`src/wcct_ram.sv`:
```
`default_nettype none

module wcct_ram #(
    parameter int WIDTH  = 8,
    parameter int DEPTH  = 16,
    parameter int ADDR_W = $clog2(DEPTH)
) (
    input  logic              i_clk,
    input  logic              i_we,
    input  logic [ADDR_W-1:0] i_waddr,
    input  logic [WIDTH-1:0]  i_wdata,
    input  logic [ADDR_W-1:0] i_raddr,
    output logic [WIDTH-1:0]  o_rdata
);

    logic [WIDTH-1:0] r_mem [DEPTH];
    logic [WIDTH-1:0] r_rdata;

    always_ff @(posedge i_clk) begin
        if (i_we) begin
            r_mem[i_waddr] <= i_wdata;
        end
        r_rdata <= r_mem[i_raddr];
    end

    assign o_rdata = r_rdata;

endmodule

`default_nettype wire

```
`config.mk`:
```
export PLATFORM = sky130hd
export DESIGN_NAME = wcct_ram
export DESIGN_NICKNAME = d
export VERILOG_FILES = /design/src/wcct_ram.sv
export SDC_FILE = /design/constraint.sdc
export NUM_CORES = 1
export LEC_CHECK = 0
export BUFFER_PORTS_ARGS = -buffer_cell sky130_fd_sc_hd__buf_2
export CAP_MARGIN = 0
export CORE_MARGIN = 10
export CORE_UTILIZATION = 60
export CTS_BUF_LIST = sky130_fd_sc_hd__clkbuf_4 sky130_fd_sc_hd__clkbuf_8 sky130_fd_sc_hd__clkbuf_16
export CTS_CLUSTER_SIZE = 10
export DETAILED_ROUTE_END_ITERATION = 7
export PLACE_DENSITY_LB_ADDON = 0.15
export SYNTH_ARGS = -nofsm -noshare
export SYNTH_HDL_FRONTEND = slang
export SYNTH_SLANG_ARGS = --single-unit
```
`constraint.sdc`:
```
create_clock -name i_clk -period 2.2 [get_ports i_clk]
set_input_delay 0.33 -clock i_clk [delete_from_list [all_inputs] [get_ports i_clk]]
set_output_delay 0.33 -clock i_clk [all_outputs]
set_load 0.05 [all_outputs]
```
==> flow_summary.ini <==
[global_route]
antenna_found_initial = 0
grt_max_degree = 33
first_global_vias = 2673
grt_overflow = 0
grt_pass1_wl_um = 15700
grt_usage_pct = 16.7

[placement]
post-place-ws_ns = 0.359
io_buffers = 25
place.gp.congestion = 0.709
place_inst = 369
dp_hpwl_um = 5920
place_area_mm2 = 0.00549

[clock_tree]
cts_setup_buffers = 0
clk_pin_slew_ns = 0.06
cts_buffers = 17
clkLatencyLatePin_ns = 0.51
cts.sinks = 136
cts.repair.resized = 0
clockBufferDepth = 2
htree_levels = 4
cts_hold_buf = 0
clockRootBuffer = clkbuf_8
tritoncts = built

[synthesis]
synth.avg_cell_area_um2 = 22.5
synth_ff_type = edfxtp_1
synth_top_area_share_pct = 74.7
synth_cells = 229
ys_ff_latch = 136
synth_edf_count = 128
yosys-top-cells-area = edfxtp_1 (75%), mux4_2 (7.9%), mux4_1 (7.1%), dfxtp_1 (3.1%), a22oi_1 (2.3%)
synth_most_common_cell = edfxtp_1
synth_common_cells = edfxtp_1 (128), mux4_2 (18), a22oi_1 (16)
async_flop_share_pct = 0
yosysUniqueCellTypes = 19
yosysTopAreaCell = edfxtp_1
ys_seq_area_share_pct = 77.8
synth_fp_nets = 247
syn-cell-area_mm2 = 0.00515
yosys_warnings = 0

[cells_and_area]
layout.nets = 301
drive_gt1_share_pct = 32.4
area_growth_syn_to_layout_pct = 19.2
stdcell_count = 401
diodes = 0
design_area_mm2 = 0.00614

[drt]
vias_per_cell = 6.09
drc = 0
routed_wl_um = 9770
num_vias = 2444
ant_nets = 0
dr.pass1.iters = 4
drtIter0Drc = 159
drt-wirelength-per-cell_um = 24.4

[timing]
setup_viol = 0
timing.hold.ws_ns = 0.200
period_minus_slack_ns = 1.48
hold_viol = 0
setup_slack_ns = 0.717
worst_slew_pin_slew_ns = 0.452
report.final.slew_viol_count = 0
grt_setup_unrepaired = false
finClkSkew_ns = 0.00655
layout_worst_path_cycle_share_pct = 67.4
slew_headroom_pct = 69.8
max_clock_freq_mhz = 674
fin_setup_tns_ns = 0

[critical_path]
startpoint_type = flip-flop
path_class = flip-flop to output port
end_kind = output port
cp_num_buf_inv = 1
max_stage_delay_ns = 0.36
cp.arrival_ns = 1.15
crit_family = flip-flops
critPathRequiredTime_ns = 1.87
crit_fanout = 1
cp_slowest_cell = dfxtp_1
crit_chain = buf_2

[die]
start_util_pct = 62.0
ios = 26
fp.dieArea_mm2 = 0.0127
rows = 33
die_y_um = 113
core_mm2 = 0.00830
die_x_um = 113

[pwr]
ir_worst_vdd_uv = 551
pwr_density_cell_mw_per_mm2 = 1020
power_leakage_uw = 0.00213

[flow_run]
cap_violations = 0

[hold_path]
hp-class = primary input to flip-flop

[run_status]
outcome = complete, no violations
power by group:
part | total (µW) | leakage, µW | internal (µW) | switching (µW)
Combinational | 325 | 0.000586 | 118 | 207
Sequential | 2920 | 0.00122 | 2900 | 19.9
Clock | 3010 | 0.000318 | 1980 | 1030
worst paths after layout:
check	from	endpoint	slack, ns	depth (start not counted)
setup / recovery	o_rdata[2]	o_rdata[2]	0.72	1
hold / removal	i_wdata[5]	r_mem[10][5]	0.20	1
setup reg to reg	r_mem[9][4]	o_rdata[4]	0.73	3
hold reg to reg	r_mem[14][1]	o_rdata[1]	0.66	3
flip-flops by register name (all words and copies together), names as in the netlist:
register  count
r_mem       128
o_rdata       8
logic make-up after synthesis:
kind of cell           Yosys count  share of synthesized area [%]
AOI/OAI and AO/OA               16                           2.33
buffers and inverters           10                           1.68
DFF                            136                           77.8
muxes                           32                           15.0
and+or+nand+nor                 35                           3.18
metal layers:
layer | track usage (%) | up-vias | share of wire (%)
met1 | 21.1 | 1227 | 38
met4 | 7.45 | 0 | 1.7
met2 | 26.1 | 117 | 51
met5 | 0 | - | 0
li1 | - | 1086 | -
met3 | 4.90 | 14 | 9.2
metrics by stage:
| stage | utilization (%) | total power [µW] |
|---|---|---|
| after floorplan | - | 3170 |
| after detailed placement | 66.2 | 3300 |
| after global placement | 66.2 | 3290 |
| after global routing | 73.9 | 6460 |
| final | 73.9 | 6260 |
| after CTS | 73.9 | 6300 |
cell usage in the layout, fill, tap and decap left out, drive strengths merged, types with 2 or more instances in the layout:
cell    count
dfxtp       8
nor3        4
nand2       9
inv         3
edfxtp    128
nand2b      2
clkinv      6
a22oi      16
nor2       13
buf        45
mux4       32
nand3b      2
bufinv      5
clkbuf     18
layout make-up:
type                       instances  area (µm²)
fill                             463        2160
multi-input combinational         83        1060
tap                              105         131
clock inverter                    14         221
timing repair buffer              45         300
sequential                       136        4000
clock buffer                      18         422
Power figures use the tool's default switching activity.
