## src/wcct_pkg.sv

```systemverilog
`default_nettype none

package wcct_pkg;

    // Field widths
    localparam int POS_W      = 26;
    localparam int STEP_W     = 21;
    localparam int FRAC_W     = 16;
    localparam int IDX_OUT_W  = 4;
    localparam int CFG_DIM_W  = 10;
    localparam int RAD_W      = 9;
    localparam int SQ_W       = 2 * POS_W;
    localparam int RES_LIMIT  = 16;

    // Configuration port
    localparam int APB_ADDR_W = 4;
    localparam int APB_DATA_W = 32;
    localparam logic [1:0] REG_FIELD_WIDTH   = 2'd0;
    localparam logic [1:0] REG_FIELD_HEIGHT  = 2'd1;
    localparam logic [1:0] REG_OBJECT_RADIUS = 2'd2;
    localparam logic [CFG_DIM_W-1:0] FIELD_RESET  = 10'd704;
    localparam logic [RAD_W-1:0]     RADIUS_RESET = 9'd16;

    // Microcode addresses
    localparam int UPC_W = 4;
    typedef logic [UPC_W-1:0] t_upc;
    localparam t_upc UPC_IDLE      = 4'd0;
    localparam t_upc UPC_SPAWN     = 4'd1;
    localparam t_upc UPC_EMPTY     = 4'd2;
    localparam t_upc UPC_MOVE      = 4'd3;
    localparam t_upc UPC_MOVE_D0   = 4'd4;
    localparam t_upc UPC_MOVE_D1   = 4'd5;
    localparam t_upc UPC_PAIR_LD   = 4'd6;
    localparam t_upc UPC_PAIR_LAT  = 4'd7;
    localparam t_upc UPC_PAIR      = 4'd8;
    localparam t_upc UPC_PAIR_NXT  = 4'd9;
    localparam t_upc UPC_PAIR_D0   = 4'd10;
    localparam t_upc UPC_PAIR_D1   = 4'd11;
    localparam t_upc UPC_REPORT    = 4'd12;
    localparam t_upc UPC_REPORT_D  = 4'd13;

    typedef enum logic {
        ADDR_I,
        ADDR_J
    } t_addr_sel;

    typedef enum logic [1:0] {
        SINK_NONE,
        SINK_MOVE,
        SINK_PAIR,
        SINK_REPORT
    } t_sink;

    typedef enum logic [1:0] {
        CNT_HOLD,
        CNT_CLR,
        CNT_INC,
        CNT_LOAD
    } t_cnt_op;

    typedef enum logic [1:0] {
        EMIT_NONE,
        EMIT_SPAWN,
        EMIT_EMPTY
    } t_emit;

    typedef enum logic [2:0] {
        COND_NEXT,
        COND_WAIT,
        COND_DONE,
        COND_MOVE,
        COND_PAIR,
        COND_OUTER,
        COND_FEW,
        COND_REPORT
    } t_cond;

    typedef struct packed {
        t_addr_sel addr;
        t_sink     sink;
        t_cnt_op   i_op;
        t_cnt_op   j_op;
        logic      latch;
        t_emit     emit;
        t_cond     cond;
        t_upc      target;
    } t_uword;

    typedef struct packed {
        logic accept;
        t_upc entry;
        logic move_more;
        logic pair_more;
        logic outer_more;
        logic few;
        logic report_more;
    } t_flags;

    localparam t_uword UW_NOP = '{
        addr:   ADDR_I,
        sink:   SINK_NONE,
        i_op:   CNT_HOLD,
        j_op:   CNT_HOLD,
        latch:  1'b0,
        emit:   EMIT_NONE,
        cond:   COND_NEXT,
        target: UPC_IDLE
    };

endpackage

`default_nettype wire

```

## src/wcct_dist.sv

```systemverilog
`default_nettype none

module wcct_dist #(
    parameter int IDX_W = 4
) (
    input  logic                          i_clk,
    input  logic                          i_rst_n,
    input  logic                          i_valid,
    input  logic [IDX_W-1:0]              i_j,
    input  logic [wcct_pkg::POS_W-1:0]    i_xi,
    input  logic [wcct_pkg::POS_W-1:0]    i_yi,
    input  logic [wcct_pkg::POS_W-1:0]    i_xj,
    input  logic [wcct_pkg::POS_W-1:0]    i_yj,
    input  logic [wcct_pkg::SQ_W-1:0]     i_lim,
    output logic                          o_hit,
    output logic [IDX_W-1:0]              o_j
);

    import wcct_pkg::*;

    logic             r_v1;
    logic [IDX_W-1:0] r_j1;
    logic [POS_W-1:0] r_dx;
    logic [POS_W-1:0] r_dy;
    logic             r_v2;
    logic [IDX_W-1:0] r_j2;
    logic [SQ_W-1:0]  r_sx;
    logic [SQ_W-1:0]  r_sy;
    logic [SQ_W:0]    sum;

    always_ff @(posedge i_clk) begin
        if (!i_rst_n) begin
            r_v1 <= 1'b0;
            r_v2 <= 1'b0;
        end else begin
            r_v1 <= i_valid;
            r_v2 <= r_v1;
        end
        r_j1 <= i_j;
        r_dx <= (i_xi > i_xj) ? (i_xi - i_xj) : (i_xj - i_xi);
        r_dy <= (i_yi > i_yj) ? (i_yi - i_yj) : (i_yj - i_yi);
        r_j2 <= r_j1;
        r_sx <= r_dx * r_dx;
        r_sy <= r_dy * r_dy;
    end

    assign sum   = {1'b0, r_sx} + {1'b0, r_sy};
    assign o_hit = r_v2 && (sum < {1'b0, i_lim});
    assign o_j   = r_j2;

endmodule

`default_nettype wire

```

## config.mk

```make
export PLATFORM = sky130hd
export DESIGN_NAME = wcct_dist
export DESIGN_NICKNAME = d
export VERILOG_FILES = /design/src/wcct_pkg.sv /design/src/wcct_dist.sv
export SDC_FILE = /design/constraint.sdc
export NUM_CORES = 2
export LEC_CHECK = 0
export BUFFER_PORTS_ARGS = -buffer_cell sky130_fd_sc_hd__buf_2
export CAP_MARGIN = 20
export CORE_ASPECT_RATIO = 1.2
export CORE_MARGIN = 10
export CORE_UTILIZATION = 38
export DETAILED_ROUTE_END_ITERATION = 8
export REMOVE_ABC_BUFFERS = 1
export SLEW_MARGIN = 20
export SYNTH_ARGS = -nofsm -noshare
export SYNTH_HDL_FRONTEND = slang
export SYNTH_SLANG_ARGS = --single-unit
```

## constraint.sdc

```tcl
create_clock -name i_clk -period 14 [get_ports i_clk]
set_clock_uncertainty 0.05 [all_clocks]
set_input_delay 2.1 -clock i_clk [delete_from_list [all_inputs] [get_ports i_clk]]
set_output_delay 2.1 -clock i_clk [all_outputs]
set_load 0.03 [all_outputs]
```

==> flow_summary.ini <==
[cells_and_area]
instances_no_fill = 7613
final_core_util = 0.409
nets = 7617
fillers = 13307
multi_input_area_sq_mm = 0.0408
drive_gt1_frac = 0.0483
seqCellArea_sq_mm = 0.00328
layout_common_cells = inv_1 (1602), fa_1 (1031), ha_1 (601)
syn2layout_area_growth_pct = 6.69
mostFrequentLayoutCell = inv_1

[job]
maxCapViolCount = 0

[sta]
worst_pin_slew_ns = 1.23
hold_viol = 0
max_freq_mhz = 108
whs_ns = 0.282
slew_headroom = 0.174
setup_viol = 0
fin_crit_sh = 0.659
slew_viol_final = 0
rsz0062_at_grt = no
tns_ns = 0
period_needed_ns = 9.22

[setup_path]
path_max_fanout = 3
crit_chain = ha_1, a211oi_1, o21ai_0, a311oi_1, o21ai_0, nand4_1, a21boi_0, o21a_1, a31oi_1, o31ai_1, xor2_1, ha_1, nand4_1, nor4_1, inv_1, nor4_1, o211ai_1, nor3_1, a311oi_1, buf_2
cp.arrival_ns = 7.07
regToRegSetupSlack_ns = 6.00
cp-end-kind = primary output
cp_top_family = compound AO/OA/AOI/OAI gates
critPathLaunchType = flop
cp_slowest_cell = nor4_1
slowest_delay_ns = 1.05
worst-path-buf-inv = 2
crit_type = reg2out
cp.required_ns = 11.85
crit_start = r_sx[3]
reg2reg_from = r_dy[8]

[clock_network]
ctsResizeCount = 0
path_clk_slew_ns = 0.08
postCtsSetupRepairBufs = 0
cts.sinks = 164
clock_path_buffers = 2
cts_tree = built
cts_made_buffers = 17
worstSkewPairLatency_ns = 0.52
cts-htree-levels = 4
cts_hold_buf = 0
root_buffer = clkbuf_16

[placed_design]
place_hpwl_mm = 109
placedCellCount = 7579
routabilityCongestion = 0.889
port_buffers = 167

[logic_synthesis]
synthDistinctLibCells = 70
synthesis.area_sq_mm = 0.0508
yosysSeqAreaShare = 0.0646
yosys.area.top_type = fa_1
ys_ff_latch = 164
ys_warn_count = 0
yosysTopAreaCellShare = 0.406
synth_area_leaders = fa_1 (41%), ha_1 (15%), inv_1 (12%)
synth_edf_count = 0
syn_inst = 5755
async_flop_share = 0
synth_ff_type = dfxtp_1
avgSynthCellArea_sq_um = 8.83

[die]
boundaryPins = 168
die_y_microns = 421
start_util = 0.384
core-area_sq_mm = 0.132
dieArea_sq_mm = 0.149
num_rows = 146
die_width_microns = 354

[drt]
drc = 0
route.detailed.wl_per_inst_microns = 17.1
dr.pass1.iters = 6
vias_per_cell = 4.95
ant_nets = 0
drt-initial-drc-count = 2151
routed_wl_mm = 130
vias = 37653

[grt]
grt_pass1_wl_mm = 215
grt_pass1_vias = 41248
track_usage = 0.180
grt_max_degree = 32
antenna_found_initial = 8
overflow = 0

[status]
outcome = finished clean

[worst_hold_path]
hold_class = reg2reg
min-delay-start = r_j1[3]
==> sequential cells by signal, indices dropped and copies added (netlist names) <==
| register | cells |
|---|---|
| r_sx | 51 |
| r_sy | 51 |
| r_dx | 26 |
| r_dy | 26 |
| o_j | 4 |
| r_j1 | 4 |
| r_v1 | 1 |
| r_v2 | 1 |
==> synthesized netlist by cell type (all sizes together), types with 5 or more instances <==
cell type	n
xor2	70
a21boi	7
a41oi	6
or2	11
o21a	30
a21o	147
and4	7
ha	601
nor3b	5
and2	289
nor2	180
nand3	40
mux2	5
o211ai	18
inv	1602
o21ai	146
o31ai	10
nand2b	25
a21oi	227
mux2i	20
xnor2	133
a211o	10
nor2b	38
fa	1031
a211oi	21
a2111oi	7
nor3	31
buf	12
o21bai	32
or3	9
nand4	44
and3	31
a311oi	7
clkbuf	162
a31oi	32
nand2	478
a221oi	10
dfxtp	164
nor4	8
a31o	5
==> cells by family after synthesis <==
| group | count (synthesis) | share of synthesized area |
|---|---|---|
| fa+ha+maj | 1632 | 0.554 |
| simple gates | 1203 | 0.115 |
| compound gates | 752 | 0.0948 |
| mux | 25 | 0.00505 |
| flops | 164 | 0.0646 |
| xor+xnor | 203 | 0.0350 |
| buf+inv | 1776 | 0.132 |
==> layout make-up <==
class                      count  share of cell area
sequential                   164              0.0606
antenna                        2           0.0000923
clock inverter                14             0.00286
timing repair buffer         222              0.0230
inverter                    1602               0.111
clock buffer                  18             0.00810
tap                         1776              0.0410
multi-input combinational   3815               0.753
==> final timing paths <==
kind / endpoint / cells past startpoint
setup reg to reg: r_sy[49] / 26
hold / removal: o_j[3] / 0
hold reg to reg: o_j[3] / 0
setup / recovery: o_hit / 20
==> metal layers <==
layer	part of all wire	wire, microns	vias to the layer above	global-route usage
met4	0.038	4960	12	0.0677
met1	0.40	51900	18979	0.214
li1	-	-	17563	-
met3	0.046	5950	252	0.0245
met5	0.00054	71	-	0
met2	0.52	67600	847	0.327
==> metrics by stage <==
stage                     worst slack, ns  area, sq um
after floorplan                      6.71        50100
after CTS                            5.02        54200
after global routing                 4.46        54200
final                                4.78        54200
after detailed placement             5.72        53600
after global placement               5.76        53600
Power is left out: the tool's default activity adds up to more than one toggle a clock period on the data nets, which glitch-free logic cannot reach.
