File: config.mk
export PLATFORM = sky130hd
export DESIGN_NAME = wcct_wrap
export DESIGN_NICKNAME = d
export VERILOG_FILES = /design/src/wcct_pkg.sv /design/src/wcct_wrap.sv
export SDC_FILE = /design/constraint.sdc
export NUM_CORES = 1
export LEC_CHECK = 0
export BUFFER_PORTS_ARGS = -buffer_cell sky130_fd_sc_hd__buf_2
export CORE_AREA = 3 3 94 140
export CTS_CLUSTER_DIAMETER = 200
export DETAILED_ROUTE_END_ITERATION = 7
export DIE_AREA = 0 0 97 143
export GPL_TIMING_DRIVEN = 1
export PLACE_DENSITY = 0.86
export RECOVER_POWER = 50
export SLEW_MARGIN = 20
export SYNTH_ARGS = -nofsm -noshare
export SYNTH_HDL_FRONTEND = slang
export SYNTH_SLANG_ARGS = --single-unit
File: constraint.sdc
create_clock -name i_clk -period 3.42 [get_ports i_clk]
set_input_delay 0.342 -clock i_clk [delete_from_list [all_inputs] [get_ports i_clk]]
set_output_delay 0.342 -clock i_clk [all_outputs]
set_load 0.05 [all_outputs]
File: src/wcct_pkg.sv
`default_nettype none

package wcct_pkg;

    // Field widths
    localparam int POS_W      = 26;
    localparam int STEP_W     = 21;
    localparam int FRAC_W     = 16;
    localparam int IDX_OUT_W  = 4;
    localparam int CFG_DIM_W  = 10;
    localparam int RAD_W      = 9;
    localparam int SQ_W       = 2 * POS_W;
    localparam int RES_LIMIT  = 16;

    // Configuration port
    localparam int APB_ADDR_W = 4;
    localparam int APB_DATA_W = 32;
    localparam logic [1:0] REG_FIELD_WIDTH   = 2'd0;
    localparam logic [1:0] REG_FIELD_HEIGHT  = 2'd1;
    localparam logic [1:0] REG_OBJECT_RADIUS = 2'd2;
    localparam logic [CFG_DIM_W-1:0] FIELD_RESET  = 10'd704;
    localparam logic [RAD_W-1:0]     RADIUS_RESET = 9'd16;

    // Microcode addresses
    localparam int UPC_W = 4;
    typedef logic [UPC_W-1:0] t_upc;
    localparam t_upc UPC_IDLE      = 4'd0;
    localparam t_upc UPC_SPAWN     = 4'd1;
    localparam t_upc UPC_EMPTY     = 4'd2;
    localparam t_upc UPC_MOVE      = 4'd3;
    localparam t_upc UPC_MOVE_D0   = 4'd4;
    localparam t_upc UPC_MOVE_D1   = 4'd5;
    localparam t_upc UPC_PAIR_LD   = 4'd6;
    localparam t_upc UPC_PAIR_LAT  = 4'd7;
    localparam t_upc UPC_PAIR      = 4'd8;
    localparam t_upc UPC_PAIR_NXT  = 4'd9;
    localparam t_upc UPC_PAIR_D0   = 4'd10;
    localparam t_upc UPC_PAIR_D1   = 4'd11;
    localparam t_upc UPC_REPORT    = 4'd12;
    localparam t_upc UPC_REPORT_D  = 4'd13;

    typedef enum logic {
        ADDR_I,
        ADDR_J
    } t_addr_sel;

    typedef enum logic [1:0] {
        SINK_NONE,
        SINK_MOVE,
        SINK_PAIR,
        SINK_REPORT
    } t_sink;

    typedef enum logic [1:0] {
        CNT_HOLD,
        CNT_CLR,
        CNT_INC,
        CNT_LOAD
    } t_cnt_op;

    typedef enum logic [1:0] {
        EMIT_NONE,
        EMIT_SPAWN,
        EMIT_EMPTY
    } t_emit;

    typedef enum logic [2:0] {
        COND_NEXT,
        COND_WAIT,
        COND_DONE,
        COND_MOVE,
        COND_PAIR,
        COND_OUTER,
        COND_FEW,
        COND_REPORT
    } t_cond;

    typedef struct packed {
        t_addr_sel addr;
        t_sink     sink;
        t_cnt_op   i_op;
        t_cnt_op   j_op;
        logic      latch;
        t_emit     emit;
        t_cond     cond;
        t_upc      target;
    } t_uword;

    typedef struct packed {
        logic accept;
        t_upc entry;
        logic move_more;
        logic pair_more;
        logic outer_more;
        logic few;
        logic report_more;
    } t_flags;

    localparam t_uword UW_NOP = '{
        addr:   ADDR_I,
        sink:   SINK_NONE,
        i_op:   CNT_HOLD,
        j_op:   CNT_HOLD,
        latch:  1'b0,
        emit:   EMIT_NONE,
        cond:   COND_NEXT,
        target: UPC_IDLE
    };

endpackage

`default_nettype wire

File: src/wcct_wrap.sv
`default_nettype none

module wcct_wrap #(
    parameter int ADDR_W = 4
) (
    input  logic                                    i_clk,
    input  logic                                    i_rst_n,
    input  logic                                    i_valid,
    input  logic [ADDR_W-1:0]                       i_addr,
    input  logic [wcct_pkg::POS_W-1:0]              i_pos_x,
    input  logic [wcct_pkg::POS_W-1:0]              i_pos_y,
    input  logic signed [wcct_pkg::STEP_W-1:0]      i_step_x,
    input  logic signed [wcct_pkg::STEP_W-1:0]      i_step_y,
    input  logic [wcct_pkg::CFG_DIM_W-1:0]          i_size_x,
    input  logic [wcct_pkg::CFG_DIM_W-1:0]          i_size_y,
    output logic                                    o_valid,
    output logic [ADDR_W-1:0]                       o_addr,
    output logic [wcct_pkg::POS_W-1:0]              o_x,
    output logic [wcct_pkg::POS_W-1:0]              o_y
);

    import wcct_pkg::*;

    localparam int SUM_W = POS_W + 2;

    logic                    r_valid;
    logic [ADDR_W-1:0]       r_addr;
    logic signed [SUM_W-1:0] r_cx;
    logic signed [SUM_W-1:0] r_cy;

    // Fold once into the field, then clamp to the position range
    function automatic logic [POS_W-1:0] fold(logic signed [SUM_W-1:0] c,
                                              logic [CFG_DIM_W-1:0] size);
        logic signed [SUM_W-1:0] lim;
        logic signed [SUM_W-1:0] v;
        logic signed [SUM_W-1:0] top;
        lim = $signed({2'b00, size, {FRAC_W{1'b0}}});
        top = $signed({2'b00, {POS_W{1'b1}}});
        v   = c;
        if (v > lim) begin
            v = v - lim;
        end else if (v < SUM_W'(0)) begin
            v = v + lim;
        end
        if (v < SUM_W'(0)) begin
            return '0;
        end else if (v > top) begin
            return {POS_W{1'b1}};
        end
        return v[POS_W-1:0];
    endfunction

    always_ff @(posedge i_clk) begin
        if (!i_rst_n) begin
            r_valid <= 1'b0;
        end else begin
            r_valid <= i_valid;
        end
        r_addr <= i_addr;
        r_cx   <= $signed({2'b00, i_pos_x}) + SUM_W'(i_step_x);
        r_cy   <= $signed({2'b00, i_pos_y}) + SUM_W'(i_step_y);
    end

    assign o_valid = r_valid;
    assign o_addr  = r_addr;
    assign o_x     = fold(r_cx, i_size_x);
    assign o_y     = fold(r_cy, i_size_y);

endmodule

`default_nettype wire

==> results.md <==
- Initial antenna violation count: 6
- Drt wl/cell: between 15 and 20 µm
- Placer Congestion: 0.9986
- Num rows: between 40 and 50
- Gate power share: approximately two thirds
- Type of origin of the critical path: flop
- Largest net degree at the start of global routing: 20
- Cell Chain, Critical Path: ha_4, inv_2, fa_2, nor2_4, buf_6, o21ai_4, a21oi_4, o41ai_4, o41ai_2, buf_4, buf_6, mux2_4, a31oi_1, buf_4
- Top-area cell type share of the netlist area: between 10% and 20%
- Area leader, netlist: dfxtp_1
- Post-DRT Antenna Nets: 0
- Num CTS Buffers: 9
- Die width: roughly 97 µm
- Cell variety after synth: 78
- Main synth FF type: dfxtp_1
- # clock sinks: 61
- GR Overflow Total: 0
- Sw Pwr: 0.003012 W
- Post-DP HPWL: between 15000 and 20000 µm
- Post-Syn Instances: 843
- Hold bufs inserted after CTS: 0
- Dpl cell area: around 7900 µm²
- Vias: 7855
- DR vias/cell: 6.314
- Commonest non-fill, non-tap cell in the layout: buf_2
- Mapped Nets: roughly 1100
- DR iter-0 viols: 383
- Final Critical Period: approximately 3.5 ns
- Compound-Gate Fraction of Synth Area: 32.16%
- Critical path class: flop to output pin
- Max-slew violations: 0
- Worst Max-Slew Pin Slew: 0.8116 ns
- Antenna cells: 0
- WHS Path Cells: 1
- Initial core utilization: 54.41%
- Flops & latches, synth: 61
- Synthesis warning total: 0
- Final #Nets: around 1300
- Final core occ: between 70% and 80%
- CP peak stage delay: 0.38 ns
- Fin crit share: 103.5%
- Final Hold Fails: 0
- Vias in the first global route: ~7500
- Total Routing Usage GR: 30.43%
- CP Capture Type: output pin
- Worst-path clk slew: around 0.050 ns
- Core Region: about 12000 µm²
- Post-Synth XOR/XNOR Area: 5.864%
- Worst EP required: around 3.1 ns
- CTS tree: done
- Multi-input gate area: ~5500 µm²
- EDFF count, synth: 0
- MaxCap Viol Count: 0
- Seq/Total Area, Yosys: between 10% and 20%
- Internal power: about 0.0032 W
- Worst IR Drop VDD: 0.0004484 V
- Root buf cell: clkbuf_16
- Clock power frac: between 10% and 20%
- Final cell count without fillers: around 1200
- FFs w/ async S/R, synth: 0%
- Total wire length: around 24000 µm
- WHS: approximately 0.11 ns
- Die Span Y: 143 µm
- Status: finished with violations
- Ranking of synthesized cells by area: dfxtp_1, ha_1, a21oi_1
- Static Leak: around 4.3 nW
- Switching share of power: approximately half
- Global-route wire length before repair: between 30000 and 40000 µm
- Pwr Total: about 0.0062 W
- CP Data Arrival Time: 3.20 ns
- Sequential power share: 16.2%
- Clk buf depth: 2
- Setup ws final: -0.1197 ns
- Final Cell Area: ~9300 µm²
- Failing checks: setup timing
- Mapped cell area: 6571 µm²
- Slew headroom: 45.19%
- Hold EP: o_addr[0]
- Drt drc: 0
- PortBufs: 177
- CP max-delay cell: mux2_4
- Hold_sp: i_addr[0]
- H-tree Lvls: 3
- Fmax: 282.5 MHz
- Layout area overhead: 41.22%
- Post-Synth Simple-Gate Area: around 18%
- Synth Area per Inst: 7.795 µm²
- PwrDens: between 600 and 700 nW/µm²
- Main combinational cell family by area after synthesis: compound AO/OA/AOI/OAI gates
- Most frequent cells in the layout: buf_2, ha_1, buf_4
- Post-synthesis adder-cell area fraction: about a fifth
- Placed cells: 1196
- Die Area: 13870 µm²
- CP Max Fanout: 8
- Mux contribution to synthesized area: less than 1%
- RSZ-0062 raised after global routing: true
- Min-Delay Path Class: input port to flop
- Final setup viols: 40
- Share of cells above drive strength 1: between 30% and 40%
- Register area: roughly 1200 µm²
- I/O pin count: between 150 and 200
- Router iterations before antenna repair: 5
- Fill cells: 780
-- power groups by stage --
stage	Sequential (W)	Combinational (W)	Clock, W
4_1_cts	0.000987	0.00364	0.000978
5_1_grt	0.00102	0.00447	0.00101
3_3_place_gp	0.000990	0.00322	0
3_5_place_dp	0.000994	0.00326	0
6_report	0.00101	0.00425	0.000974
2_1_floorplan	0.000952	0.00240	0
-- metal layers --
layer | GRT usage (%) | up-vias | wire length, µm
li1 | - | 3604 | -
met1 | 28.12 | 3627 | 7881
met2 | 59.75 | 443 | 13010
met3 | 6.207 | 169 | 1665
met4 | 19.60 | 12 | 1815
met5 | 0 | - | 62
-- repair_timing --
item | 4_1_cts | 5_1_grt
cloned | 1 | 3
pin swaps | 7 | 20
hold endpoints to repair | 0 | 0
gates resized for setup | 96 | 102
setup buffers | 16 | 15
setup endpoints to repair | 52 | 52
-- flip-flops by register name (all words and copies together), names as in the netlist --
signal / flops
o_valid: 1
r_cy: 28
r_cx: 28
o_addr: 4
-- cells by family (layout without fill, tap and decap cells) --
logic type | count (synthesis) | after routing
AND/OR/NAND/NOR | 240 | 240
XOR/XNOR | 44 | 44
adder cells (fa/ha/maj) | 100 | 100
AO/OA/AOI/OAI | 313 | 313
flip-flops | 61 | 61
buffers and inverters | 80 | 328
multiplexers | 5 | 5
-- synth_stat cells, types with 13 or more instances --
library cell and count:
a211oi_1 13, a21o_1 17, a21oi_1 71, a31oi_1 16, dfxtp_1 61, ha_1 94
inv_1 62, nand2_1 57, nand2b_1 17, nand3_1 14, nor2_1 71, nor2b_1 14
nor3_1 16, o21a_1 45, o21ai_0 50, xnor2_1 34
-- cell type report --
class,count,share of cell area (%)
well taps,153,2.063
clock inverters,4,0.7820
multi-input cells,702,59.30
flip-flops and latches,61,13.24
repair buffers,249,19.41
inverters,64,2.589
clock buffers,11,2.616
-- metrics by stage --
step           setup slack, ns    TNS, ns
2_1_floorplan         -0.06582    -0.4063
3_3_place_gp          -0.01528   -0.01528
3_5_place_dp          -0.04476   -0.04476
4_1_cts              -0.009055  -0.009055
5_1_grt                -0.2246     -7.558
6_report               -0.1197     -1.570
-- worst max path at each step --
stage / startpoint / end / cells after the start
6_report: r_cy[16] / o_y[20] / 14
4_1_cts: r_cx[16] / o_x[17] / 14
5_1_grt: r_cy[16] / o_y[22] / 14
2_1_floorplan: r_cy[16] / o_y[22] / 11
3_3_place_gp: i_size_x[1] / o_x[22] / 11
3_5_place_dp: i_size_x[1] / o_x[22] / 11
-- critical path, delay by kind of cell, from the launching register on --
family / cells / cell delay (ns)
compound gates: 5 / 0.83
fa+ha+maj: 2 / 0.50
buf+inv: 5 / 0.68
flops: 1 / 0.36
mux: 1 / 0.38
simple gates: 1 / 0.12
No activity file was read; power rests on OpenSTA's default activity.
