[src/wcct_pkg.sv]
`default_nettype none

package wcct_pkg;

    // Field widths
    localparam int POS_W      = 26;
    localparam int STEP_W     = 21;
    localparam int FRAC_W     = 16;
    localparam int IDX_OUT_W  = 4;
    localparam int CFG_DIM_W  = 10;
    localparam int RAD_W      = 9;
    localparam int SQ_W       = 2 * POS_W;
    localparam int RES_LIMIT  = 16;

    // Configuration port
    localparam int APB_ADDR_W = 4;
    localparam int APB_DATA_W = 32;
    localparam logic [1:0] REG_FIELD_WIDTH   = 2'd0;
    localparam logic [1:0] REG_FIELD_HEIGHT  = 2'd1;
    localparam logic [1:0] REG_OBJECT_RADIUS = 2'd2;
    localparam logic [CFG_DIM_W-1:0] FIELD_RESET  = 10'd704;
    localparam logic [RAD_W-1:0]     RADIUS_RESET = 9'd16;

    // Microcode addresses
    localparam int UPC_W = 4;
    typedef logic [UPC_W-1:0] t_upc;
    localparam t_upc UPC_IDLE      = 4'd0;
    localparam t_upc UPC_SPAWN     = 4'd1;
    localparam t_upc UPC_EMPTY     = 4'd2;
    localparam t_upc UPC_MOVE      = 4'd3;
    localparam t_upc UPC_MOVE_D0   = 4'd4;
    localparam t_upc UPC_MOVE_D1   = 4'd5;
    localparam t_upc UPC_PAIR_LD   = 4'd6;
    localparam t_upc UPC_PAIR_LAT  = 4'd7;
    localparam t_upc UPC_PAIR      = 4'd8;
    localparam t_upc UPC_PAIR_NXT  = 4'd9;
    localparam t_upc UPC_PAIR_D0   = 4'd10;
    localparam t_upc UPC_PAIR_D1   = 4'd11;
    localparam t_upc UPC_REPORT    = 4'd12;
    localparam t_upc UPC_REPORT_D  = 4'd13;

    typedef enum logic {
        ADDR_I,
        ADDR_J
    } t_addr_sel;

    typedef enum logic [1:0] {
        SINK_NONE,
        SINK_MOVE,
        SINK_PAIR,
        SINK_REPORT
    } t_sink;

    typedef enum logic [1:0] {
        CNT_HOLD,
        CNT_CLR,
        CNT_INC,
        CNT_LOAD
    } t_cnt_op;

    typedef enum logic [1:0] {
        EMIT_NONE,
        EMIT_SPAWN,
        EMIT_EMPTY
    } t_emit;

    typedef enum logic [2:0] {
        COND_NEXT,
        COND_WAIT,
        COND_DONE,
        COND_MOVE,
        COND_PAIR,
        COND_OUTER,
        COND_FEW,
        COND_REPORT
    } t_cond;

    typedef struct packed {
        t_addr_sel addr;
        t_sink     sink;
        t_cnt_op   i_op;
        t_cnt_op   j_op;
        logic      latch;
        t_emit     emit;
        t_cond     cond;
        t_upc      target;
    } t_uword;

    typedef struct packed {
        logic accept;
        t_upc entry;
        logic move_more;
        logic pair_more;
        logic outer_more;
        logic few;
        logic report_more;
    } t_flags;

    localparam t_uword UW_NOP = '{
        addr:   ADDR_I,
        sink:   SINK_NONE,
        i_op:   CNT_HOLD,
        j_op:   CNT_HOLD,
        latch:  1'b0,
        emit:   EMIT_NONE,
        cond:   COND_NEXT,
        target: UPC_IDLE
    };

endpackage

`default_nettype wire

[src/wcct_seq.sv]
`default_nettype none

module wcct_seq (
    input  logic              i_clk,
    input  logic              i_rst_n,
    input  wcct_pkg::t_flags  i_flags,
    output wcct_pkg::t_uword  o_uw,
    output logic              o_busy
);

    import wcct_pkg::*;

    t_upc   r_pc;
    t_upc   n_pc;
    t_uword uw;

    // Control store: one word per step
    function automatic t_uword ucode(t_upc pc);
        t_uword w;
        w = UW_NOP;
        unique case (pc)
            UPC_IDLE: begin
                w.i_op = CNT_CLR;
                w.cond = COND_WAIT;
            end
            UPC_SPAWN: begin
                w.emit = EMIT_SPAWN;
                w.cond = COND_DONE;
            end
            UPC_EMPTY: begin
                w.emit = EMIT_EMPTY;
                w.cond = COND_DONE;
            end
            UPC_MOVE: begin
                w.sink   = SINK_MOVE;
                w.i_op   = CNT_INC;
                w.cond   = COND_MOVE;
                w.target = UPC_MOVE;
            end
            UPC_MOVE_D0: begin
            end
            UPC_MOVE_D1: begin
                w.i_op   = CNT_CLR;
                w.cond   = COND_FEW;
                w.target = UPC_REPORT;
            end
            UPC_PAIR_LD: begin
                w.j_op = CNT_LOAD;
            end
            UPC_PAIR_LAT: begin
                w.latch = 1'b1;
            end
            UPC_PAIR: begin
                w.addr   = ADDR_J;
                w.sink   = SINK_PAIR;
                w.j_op   = CNT_INC;
                w.cond   = COND_PAIR;
                w.target = UPC_PAIR;
            end
            UPC_PAIR_NXT: begin
                w.i_op   = CNT_INC;
                w.cond   = COND_OUTER;
                w.target = UPC_PAIR_LD;
            end
            UPC_PAIR_D0: begin
            end
            UPC_PAIR_D1: begin
                w.i_op = CNT_CLR;
            end
            UPC_REPORT: begin
                w.sink   = SINK_REPORT;
                w.i_op   = CNT_INC;
                w.cond   = COND_REPORT;
                w.target = UPC_REPORT;
            end
            UPC_REPORT_D: begin
                w.cond = COND_DONE;
            end
            default: begin
                w.cond = COND_DONE;
            end
        endcase
        return w;
    endfunction

    always_comb begin
        uw   = ucode(r_pc);
        n_pc = t_upc'(r_pc + 1'b1);
        unique case (uw.cond)
            COND_NEXT:   n_pc = t_upc'(r_pc + 1'b1);
            COND_WAIT:   n_pc = i_flags.accept ? i_flags.entry : r_pc;
            COND_DONE:   n_pc = UPC_IDLE;
            COND_MOVE:   if (i_flags.move_more) n_pc = uw.target;
            COND_PAIR:   if (i_flags.pair_more) n_pc = uw.target;
            COND_OUTER:  if (i_flags.outer_more) n_pc = uw.target;
            COND_FEW:    if (i_flags.few) n_pc = uw.target;
            COND_REPORT: if (i_flags.report_more) n_pc = uw.target;
            default:     n_pc = UPC_IDLE;
        endcase
    end

    always_ff @(posedge i_clk) begin
        if (!i_rst_n) begin
            r_pc <= UPC_IDLE;
        end else begin
            r_pc <= n_pc;
        end
    end

    assign o_uw   = uw;
    assign o_busy = (r_pc != UPC_IDLE);

endmodule

`default_nettype wire

[config.mk]
export PLATFORM = sky130hd
export DESIGN_NAME = wcct_seq
export DESIGN_NICKNAME = d
export VERILOG_FILES = /design/src/wcct_pkg.sv /design/src/wcct_seq.sv
export SDC_FILE = /design/constraint.sdc
export NUM_CORES = 1
export LEC_CHECK = 0
export BUFFER_PORTS_ARGS = -buffer_cell sky130_fd_sc_hd__buf_2
export CORE_MARGIN = 2
export CORE_UTILIZATION = 51
export DETAILED_ROUTE_END_ITERATION = 8
export PLACE_DENSITY = 0.85
export SYNTH_ARGS = -nofsm -noshare
export SYNTH_HDL_FRONTEND = slang
export SYNTH_SLANG_ARGS = --single-unit
[constraint.sdc]
create_clock -name i_clk -period 5.6 [get_ports i_clk]
set_input_delay 0.84 -clock i_clk [delete_from_list [all_inputs] [get_ports i_clk]]
set_output_delay 0.84 -clock i_clk [all_outputs]
set_load 0.02 [all_outputs]
==> results of run 1 <==
-- cell usage in the layout (no fill, tap or decap), types with 2 or more instances in the layout --
master,n
nor2b_1,3
nand2_1,7
nor3_1,3
nand2b_1,5
nor2_1,10
inv_1,7
a21oi_1,3
nor2_2,2
and3_1,2
dfxtp_1,4
nand3_1,2
o21ai_0,14
o211ai_1,3
o21bai_1,3
and2_1,6
buf_2,29
a32oi_1,2
o32ai_1,2
ha_1,4
clkbuf_4,3
-- power by group --
group / switching [mW] / total [mW] / internal (mW)
logic: 0.212 / 0.346 / 0.134
registers: 0.0401 / 0.0788 / 0.0387
clock network: 0.0137 / 0.0378 / 0.0241
-- cells by family (layout without fill, tap and decap cells) --
family	Yosys count	count (layout)
simple gates	49	49
flops	4	4
xor+xnor	1	1
buf+inv	15	39
compound gates	40	40
fa+ha+maj	4	4
mux	1	1
-- worst paths after layout --
path                              start  slack [ns]      end  cells after the start
worst max-delay path            r_pc[0]        2.78  o_uw[5]                      5
worst min-delay path            r_pc[0]        0.76  r_pc[0]                      2
worst max register to register  r_pc[0]        3.23  r_pc[3]                      7
worst min register to register  r_pc[0]        0.76  r_pc[0]                      2
-- per-stage QoR --
step                      worst slack (ns)  instance area, um^2
after floorplan                       2.99                  771
after global placement                3.10                  893
after detailed placement              3.06                  893
after CTS                             2.80                  916
after global routing                  2.63                  916
final                                 2.78                  916
-- per-layer routing --
metal | GRT usage | vias to the layer above
met4 | 0.181 | 0
met1 | 0.292 | 441
li1 | - | 468
met2 | 0.415 | 67
met5 | 0 | -
met3 | 0.0468 | 9
-- synthesized netlist by cell type, drive strengths merged (3+ instances only) --
master  instances
clkbuf          3
and2            6
nor3            3
nor2b           3
nand2           7
inv             7
nand2b          5
o211ai          3
dfxtp           4
o21ai          14
ha              4
nor2           12
a21oi           3
buf             5
o21bai          3
-- final cells by class --
cell class                 count  area [um^2]  share of cell area
clock buffer                   3         22.5              0.0246
inverter                       7         26.3              0.0287
multi-input combinational     95          622               0.679
sequential                     4         80.1              0.0874
tap                           16         20.0              0.0219
timing repair buffer          29          145               0.158
-- critical path, stage by stage (launching register included) --
cell and delay, ns:
dfxtp_1 0.47, inv_1 0.14, ha_1 0.35, or3_1 0.44, o211ai_1 0.16, buf_2 0.19
==> summary.txt, run 1 <==
Status
  – Status: complete, no violations

Route
  – Drt total wl: around 2300 um
  – Via/cell ratio: around 6.4
  – Post-DRT Antenna Nets: 0
  – DRC viols: 0
  – Drt first pass iters: 4
  – Vias: just under 1,000
  – WL/cell: 14.9 um
  – M1 WL: approximately 930 um
  – DRT iter0 DRCs: 50
  – Top layer in use: met4
  – Met2 WL: 1090 um
  – WL met3: around 210 um

Synth
  – Compound-Gate Fraction of Synth Area: 0.364
  – Ys Warns: 0
  – Distinct cells, synth: 45
  – Fraction of the mapped netlist area in adder cells: 0.0649
  – Largest area contributor in the netlist: dfxtp_1
  – Top-area cell type share of the netlist area: 0.104
  – Mux share of post-synthesis cell area: 0.0130
  – Main combinational cell family by area after synthesis: compound AO/OA/AOI/OAI gates
  – Synth Register Bits: 4
  – Synth Area in Simple Gates: 0.354
  – Ys flop type: dfxtp_1
  – Avg Inst Size Synth: roughly 6.8 um^2
  – Post-synthesis async set-or-reset flop share: 0
  – Synthesized area: between 700 and 800 um^2
  – XOR/XNOR Fraction of Synth Area: 0.0114
  – Mapped Nets: 130
  – Synth top area cells: dfxtp_1, o21ai_0, ha_1, and2_1, nor2_1
  – Count of flip-flops with a built-in enable after synthesis: 0
  – Syn Inst Count: approximately 110
  – Fraction of the yosys area taken by sequential cells: 0.104

Placement
  – DP Cell Count: about 150
  – PortBufs: 29
  – Routability congestion estimate: between 0.8 and 0.9
  – DP Wirelength: 1700 um

Timing
  – Tcrit/Tclk final: 0.503
  – Final Setup Violations: 0
  – Slew @ Worst Pin: around 0.79 ns
  – Hold slack: between 0.7 and 0.8 ns
  – RSZ-0062 raised after global routing: no
  – Fin crit period: around 2.8 ns
  – Setup TNS: 0 ns
  – Final Max Slew Viols: 0
  – Fmax: 355 MHz
  – Final Hold Viols: 0
  – Skew final: 0.00701 ns
  – Worst rel slew slack: 0.471

Global route
  – Overflow after GRT: 0
  – Largest net degree at the start of global routing: 27
  – Global-route wire length before repair: 3530 um
  – Vias in the first global route: about 830
  – GRT Resource Usage Total: 0.254
  – Initial antenna violation count: 0

Die
  – Std-Cell Rows: 14
  – Core Region: 0.00145 mm^2
  – Vert. Die Dim: approximately 43 um
  – I/O pin count: 30
  – Initial core utilization: 0.530
  – DIE AREA: 0.00184 mm^2
  – Die Wd: 42.9 um

Clocking
  – CTS sink count: 4
  – Post-CTS setup buffers: 0
  – CTS Buf Count: 3
  – H-tree levels: 1
  – Clock Path Buffers: 2
  – Clock Root Buffer: clkbuf_4
  – Cts hold-fix bufs: 0
  – Worst-Skew Late Latency: 0.25 ns
  – Clock transition at path regs: 0.03 ns
  – CTS tree: yes
  – Post-CTS resize count: 0

Layout
  – # nets final: 156
  – N_diodes: 0
  – Share of cells above drive strength 1: 0.275
  – Biggest regs: r_pc: 4 flops
  – Filler cells: 133
  – Final Util: 0.630
  – Biggest register: r_pc
  – P&R area growth vs syn: 18.8%
  – Finished Layout Cells: between 150 and 200
  – Max reg flops: 4

Power and ir drop
  – Pwr per Cell Area: around 510 mW/mm^2
  – Worst VDD drop: 268 uV
  – Overall power: approximately 0.46 mW
  – Leak Pwr: 0.438 nW

Setup path
  – Arr. time, crit path: about 2 ns
  – Req. time, crit path: approximately 4.8 ns
  – Worst-path maximum fanout: 12
  – Setup CP Type: reg -> out
  – CP Capture Type: primary output
  – Startpoint type of the worst setup path: flip-flop

Flow run
  – Max Cap Viol: 0

Hold path
  – Hold Crit Class: reg -> reg
(Power assumes the default switching activity.)
==> run 2, diff against run 1 <==
- ABC_AREA: unset -> 1
- CORE_UTILIZATION: 51 -> 45
- PLACE_DENSITY: 0.85 -> 0.77
- clock period: 5.6 -> 2.5 ns (I/O delays scaled with it)
==> summary.txt, run 2 <==
Die
  – Core Region: 0.00194 mm^2
  – DIE AREA: between 0.002 and 0.0025 mm^2
  – Die Wd: between 40 and 50 um
  – Std-Cell Rows: 16
  – I/O pin count: 30
  – Vert. Die Dim: about 50 um
  – Initial core utilization: 0.470

Clocking
  – Worst-Skew Late Latency: between 0.2 and 0.25 ns
  – CTS Buf Count: 3
  – Post-CTS resize count: 0
  – Clock transition at path regs: 0.04 ns
  – Post-CTS setup buffers: 0
  – Clock Root Buffer: clkbuf_4
  – CTS tree: yes
  – Cts hold-fix bufs: 0
  – H-tree levels: 1
  – Clock Path Buffers: 2
  – CTS sink count: 4

Timing
  – Final Max Slew Viols: 0
  – RSZ-0062 raised after global routing: no
  – Slew @ Worst Pin: 0.603 ns
  – Worst rel slew slack: 0.597
  – Fin crit period: roughly 2.2 ns
  – Final Setup Violations: 0
  – Fmax: between 400 and 500 MHz
  – Tcrit/Tclk final: 0.891
  – Skew final: between 0.002 and 0.0025 ns
  – Setup TNS: 0 ns
  – Final Hold Viols: 0

Power and ir drop
  – Leak Pwr: a little under 0.7 nW
  – P_int: 0.460 mW
  – Worst VDD drop: ~540 uV
  – Pwr per Cell Area: ~1100 mW/mm^2
  – NetSw: approximately 0.7 mW
  – Clock power share: 0.066
  – Comb power frac: 0.815
  – Reg power frac: 0.119
  – Switch share: 0.603

Route
  – Drt total wl: 2390 um
  – Drt first pass iters: 4
  – Via/cell ratio: just over 5
  – Post-DRT Antenna Nets: 0
  – WL/cell: 11.4 um
  – DRT iter0 DRCs: 29
  – DRC viols: 0
  – Vias: roughly 1,100

Setup path
  – Slowest stage cell on the critical path: dfxtp_1
  – Worst-path maximum fanout: 8
  – Req. time, crit path: between 2 and 2.5 ns
  – Cells along the critical path: inv_1, ha_1, nor2_1, nor2_1, nor2_1, nand3_1, o211ai_1, buf_2
  – Setup CP Type: reg -> out
  – RR Startpoint: r_pc[0]
  – Most frequent cell on the critical path: nor2_1
  – CP Capture Type: primary output
  – CP max stage delay: about 0.38 ns
  – Crit path from: r_pc[0]
  – Arr. time, crit path: 1.85 ns
  – Startpoint type of the worst setup path: flip-flop

Global route
  – Largest net degree at the start of global routing: 15
  – GRT Resource Usage Total: 0.207
  – Overflow after GRT: 0
  – Vias in the first global route: around 970
  – Global-route wire length before repair: 4080 um
  – Initial antenna violation count: 0

Hold path
  – Hold Crit Class: in -> reg
  – Worst hold path startpoint: i_rst_n

Synth
  – Fraction of the yosys area taken by sequential cells: 0.0877
  – Most frequent cell after synthesis: nand2_1
  – Distinct cells, synth: 27
  – Avg Inst Size Synth: between 5 and 6 um^2
  – Top cells by count, synth: nand2_1, inv_1, nor2_1
  – Top-area cell type share of the netlist area: 0.136
  – Synth Register Bits: 4
  – Post-synthesis async set-or-reset flop share: 0
  – Count of flip-flops with a built-in enable after synthesis: 0
  – Mapped Nets: 169
  – Synth top area cells: nand2_1, inv_1, dfxtp_1, nor2_1, nand3_4
  – Ys Warns: 0
  – Ys flop type: dfxtp_1
  – Syn Inst Count: between 150 and 200
  – Synthesized area: 913 um^2
  – Largest area contributor in the netlist: nand2_1

Flow run
  – Max Cap Viol: 0

Layout
  – Share of cells above drive strength 1: 0.301
  – Biggest register: r_pc
  – Commonest cells after routing, fill and taps aside: nand2_1, buf_2, inv_1
  – Max reg flops: 4
  – Commonest non-fill, non-tap cell in the layout: nand2_1
  – N_diodes: 0
  – # nets final: roughly 200
  – Finished Layout Cells: 210
  – Filler cells: 207
  – Biggest regs: r_pc: 4 flops
  – P&R area growth vs syn: 19.6%

Placement
  – Routability congestion estimate: approximately 0.88
  – PortBufs: 29
  – DP Wirelength: ~2000 um
  – DP Cell Count: ~210

Status
  – Status: complete, no violations
run 2: changes by cell type in the layout (fill, tap and decap cells not counted), sizes merged, moves of 3 or more:
cell	change
a21oi	+5
and2	-6
inv	+24
nand2	+29
nand2b	-5
nand3	+10
nand4	+4
nor2	+11
nor2b	-3
nor3	-3
o211ai	+3
run 2: cells by family after synthesis:
family,Yosys count,synth area share
compound gates,34,0.214
xor+xnor,2,0.0192
fa+ha+maj,4,0.0548
buf+inv,34,0.166
flops,4,0.0877
simple gates,75,0.459
run 2: final cells by class:
type                    instances  area [um^2]  area share
repair buffers                 30          153       0.140
flip-flops and latches          4         80.1      0.0733
well taps                      27         33.8      0.0309
inverters                      31          121       0.111
multi-input cells             115          682       0.624
clock buffers                   3         22.5      0.0206
run 2: power groups by stage:
stage	sequential, mW	clock, mW	combinational, mW
6_report	0.138	0.0759	0.945
5_1_grt	0.144	0.0868	1.05
4_1_cts	0.139	0.0800	0.949
3_5_place_dp	0.140	0	0.946
3_3_place_gp	0.137	0	0.925
2_1_floorplan	0.100	0	0.766
run 2: worst paths after layout:
check                           endpoint  slack [ns]  depth (start not counted)
worst max register to register   r_pc[1]        0.53                         11
worst min-delay path             r_pc[3]        0.41                          3
worst min register to register   r_pc[1]        0.69                          4
worst max-delay path             o_uw[5]        0.27                          8
run 2: routing by layer:
layer,part of all wire,up-vias,GRT usage
met2,0.51,25,0.400
met1,0.43,487,0.243
met4,0,0,0.0190
li1,-,559,-
met3,0.059,0,0.0368
met5,0,-,0
run 2: per-stage QoR:
step | setup slack, ns | power [mW] | utilization | hold WS (ns) | cell area [um^2]
after floorplan | 0.576 | 0.867 | - | 0.537 | 913
after global placement | 0.609 | 1.06 | 0.551 | 0.642 | 1070
after detailed placement | 0.506 | 1.09 | 0.551 | 0.643 | 1070
after CTS | 0.254 | 1.17 | 0.563 | 0.407 | 1090
after global routing | 0.111 | 1.28 | 0.563 | 0.416 | 1090
final | 0.272 | 1.16 | 0.563 | 0.410 | 1090
run 2: worst max-delay path: cells and delay by family (launching register included):
kind	cells	cell delay, ns
buffers and inverters	2	0.35
adders and majority gates	1	0.33
DFF	1	0.38
and+or+nand+nor	4	0.37
AOI/OAI and AO/OA	1	0.19
==> run 3, diff against run 2 <==
- ABC_AREA: 1 -> 0
- CAP_MARGIN: unset -> 40
- CORE_UTILIZATION: 45 -> 43
==> summary.txt, run 3 (synthesis results as in run 1) <==
Global route
  – Largest net degree at the start of global routing: 21
  – Initial antenna violation count: 0
  – GRT Resource Usage Total: 0.230
  – Vias in the first global route: about 860
  – Overflow after GRT: 0
  – Global-route wire length before repair: approximately 3600 um

Clocking
  – Clock Path Buffers: 2
  – Post-CTS setup buffers: 0
  – H-tree levels: 1
  – Cts hold-fix bufs: 0
  – Worst-Skew Late Latency: 0.23 ns
  – CTS sink count: 4
  – CTS tree: yes
  – Post-CTS resize count: 0
  – Clock Root Buffer: clkbuf_4
  – Clock transition at path regs: ~0.04 ns
  – CTS Buf Count: 3

Timing
  – Final Setup Violations: 0
  – Fmax: ~430 MHz
  – Worst rel slew slack: 0.591
  – Final Max Slew Viols: 0
  – Tcrit/Tclk final: 0.927
  – Skew final: approximately 0.0057 ns
  – Hold slack: between 0.4 and 0.5 ns
  – RSZ-0062 raised after global routing: no
  – Slew @ Worst Pin: approximately 0.61 ns
  – Final WS setup: approximately 0.18 ns
  – Setup TNS: 0 ns
  – Fin crit period: about 2.3 ns
  – Final Hold Viols: 0

Layout
  – Commonest non-fill, non-tap cell in the layout: buf_2
  – Biggest register: r_pc
  – Finished Layout Cells: ~170
  – N_diodes: 0
  – Share of cells above drive strength 1: 0.296
  – Commonest cells after routing, fill and taps aside: buf_2, o21ai_0, nor2_1
  – P&R area growth vs syn: 24.2%
  – # nets final: 160
  – Max reg flops: 4
  – Biggest regs: r_pc: 4 flops
  – Post-Layout Inst Area: 957 um^2

Placement
  – DP Wirelength: 1820 um
  – Dpl ws: ~0.37 ns
  – PortBufs: 29
  – Routability congestion estimate: ~0.95
  – Placed cell areas: ~930 um^2
  – DP Cell Count: 164

Setup path
  – Cells along the critical path: inv_1, ha_1, buf_4, and2_1, o21ai_0, o21ai_0, buf_2
  – CP Capture Type: primary output
  – CP top delay family: buffers and inverters
  – CP max stage delay: between 0.4 and 0.5 ns
  – Setup CP Type: reg -> out
  – Slowest stage cell on the critical path: dfxtp_1
  – Most frequent cell on the critical path: o21ai_0
  – RR Startpoint: r_pc[0]
  – Arr. time, crit path: ~1.9 ns
  – Crit path from: r_pc[0]
  – WP buf/inv: 3
  – Worst-path maximum fanout: 11
  – Startpoint type of the worst setup path: flip-flop
  – Req. time, crit path: roughly 2.1 ns

Hold path
  – Worst hold path startpoint: i_rst_n
  – Hold Crit Class: in -> reg

Route
  – Drt first pass iters: 4
  – Post-DRT Antenna Nets: 0
  – Drt total wl: ~2300 um
  – WL/cell: 13.7 um
  – DRT iter0 DRCs: 23
  – Vias: around 980
  – Via/cell ratio: roughly 6
  – DRC viols: 0

Flow run
  – Max Cap Viol: 0

Status
  – Status: complete, no violations

Die
  – Initial core utilization: 0.451
  – DIE AREA: ~0.0021 mm^2
  – Die Wd: between 40 and 50 um
  – I/O pin count: 30
  – Core Region: about 0.0017 mm^2
  – Vert. Die Dim: around 46 um
  – Std-Cell Rows: 15

Power and ir drop
  – Leak Pwr: 0.458 nW
  – Worst VDD drop: 468 uV
  – Pwr per Cell Area: roughly 1100 mW/mm^2
==> run 3: changes by cell type in the layout (fill, tap and decap cells not counted), moves of 5 or more <==
cell and change:
nand2_1 -26, inv_1 -16, nor2_1 -9, and2_1 +6
inv_2 -6, a21oi_1 -5, nand2b_1 +5
==> run 3: metrics by stage <==
stage                     power [mW]   util
after floorplan                0.750      -
after global placement         0.971  0.547
after detailed placement       0.980  0.547
after CTS                       1.06  0.560
after global routing            1.17  0.560
final                           1.07  0.560
==> run 3: area by class of cell <==
type | count | area, um^2
fillers | 185 | 751
multi-input cells | 95 | 622
repair buffers | 33 | 175
flip-flops and latches | 4 | 80.1
well taps | 25 | 31.3
inverters | 7 | 26.3
clock buffers | 3 | 22.5
==> run 3: final timing paths <==
| path | end | slack (ns) | depth (start not counted) |
|---|---|---|---|
| worst max-delay path | o_uw[2] | 0.18 | 7 |
| worst min-delay path | r_pc[0] | 0.41 | 2 |
| worst max register to register | r_pc[3] | 0.34 | 7 |
| worst min register to register | r_pc[0] | 0.76 | 2 |
==> run 3: where the power goes <==
part / total (mW) / internal [mW] / switching [mW] / leakage [nW]
registers: 0.150 / 0.0868 / 0.0628 / 0.0329
logic: 0.839 / 0.327 / 0.512 / 0.412
clock network: 0.0774 / 0.0535 / 0.0239 / 0.0138
==> run 3: layer usage <==
layer / GRT usage / part of all wire / routed length [um] / vias to the layer above
met2: 0.397 / 0.50 / 1150 / 51
met5: 0 / 0 / 0 / -
met4: 0.0571 / 0.0061 / 14 / 0
met1: 0.299 / 0.43 / 985 / 447
li1: - / - / - / 475
met3: 0.0275 / 0.061 / 139 / 2
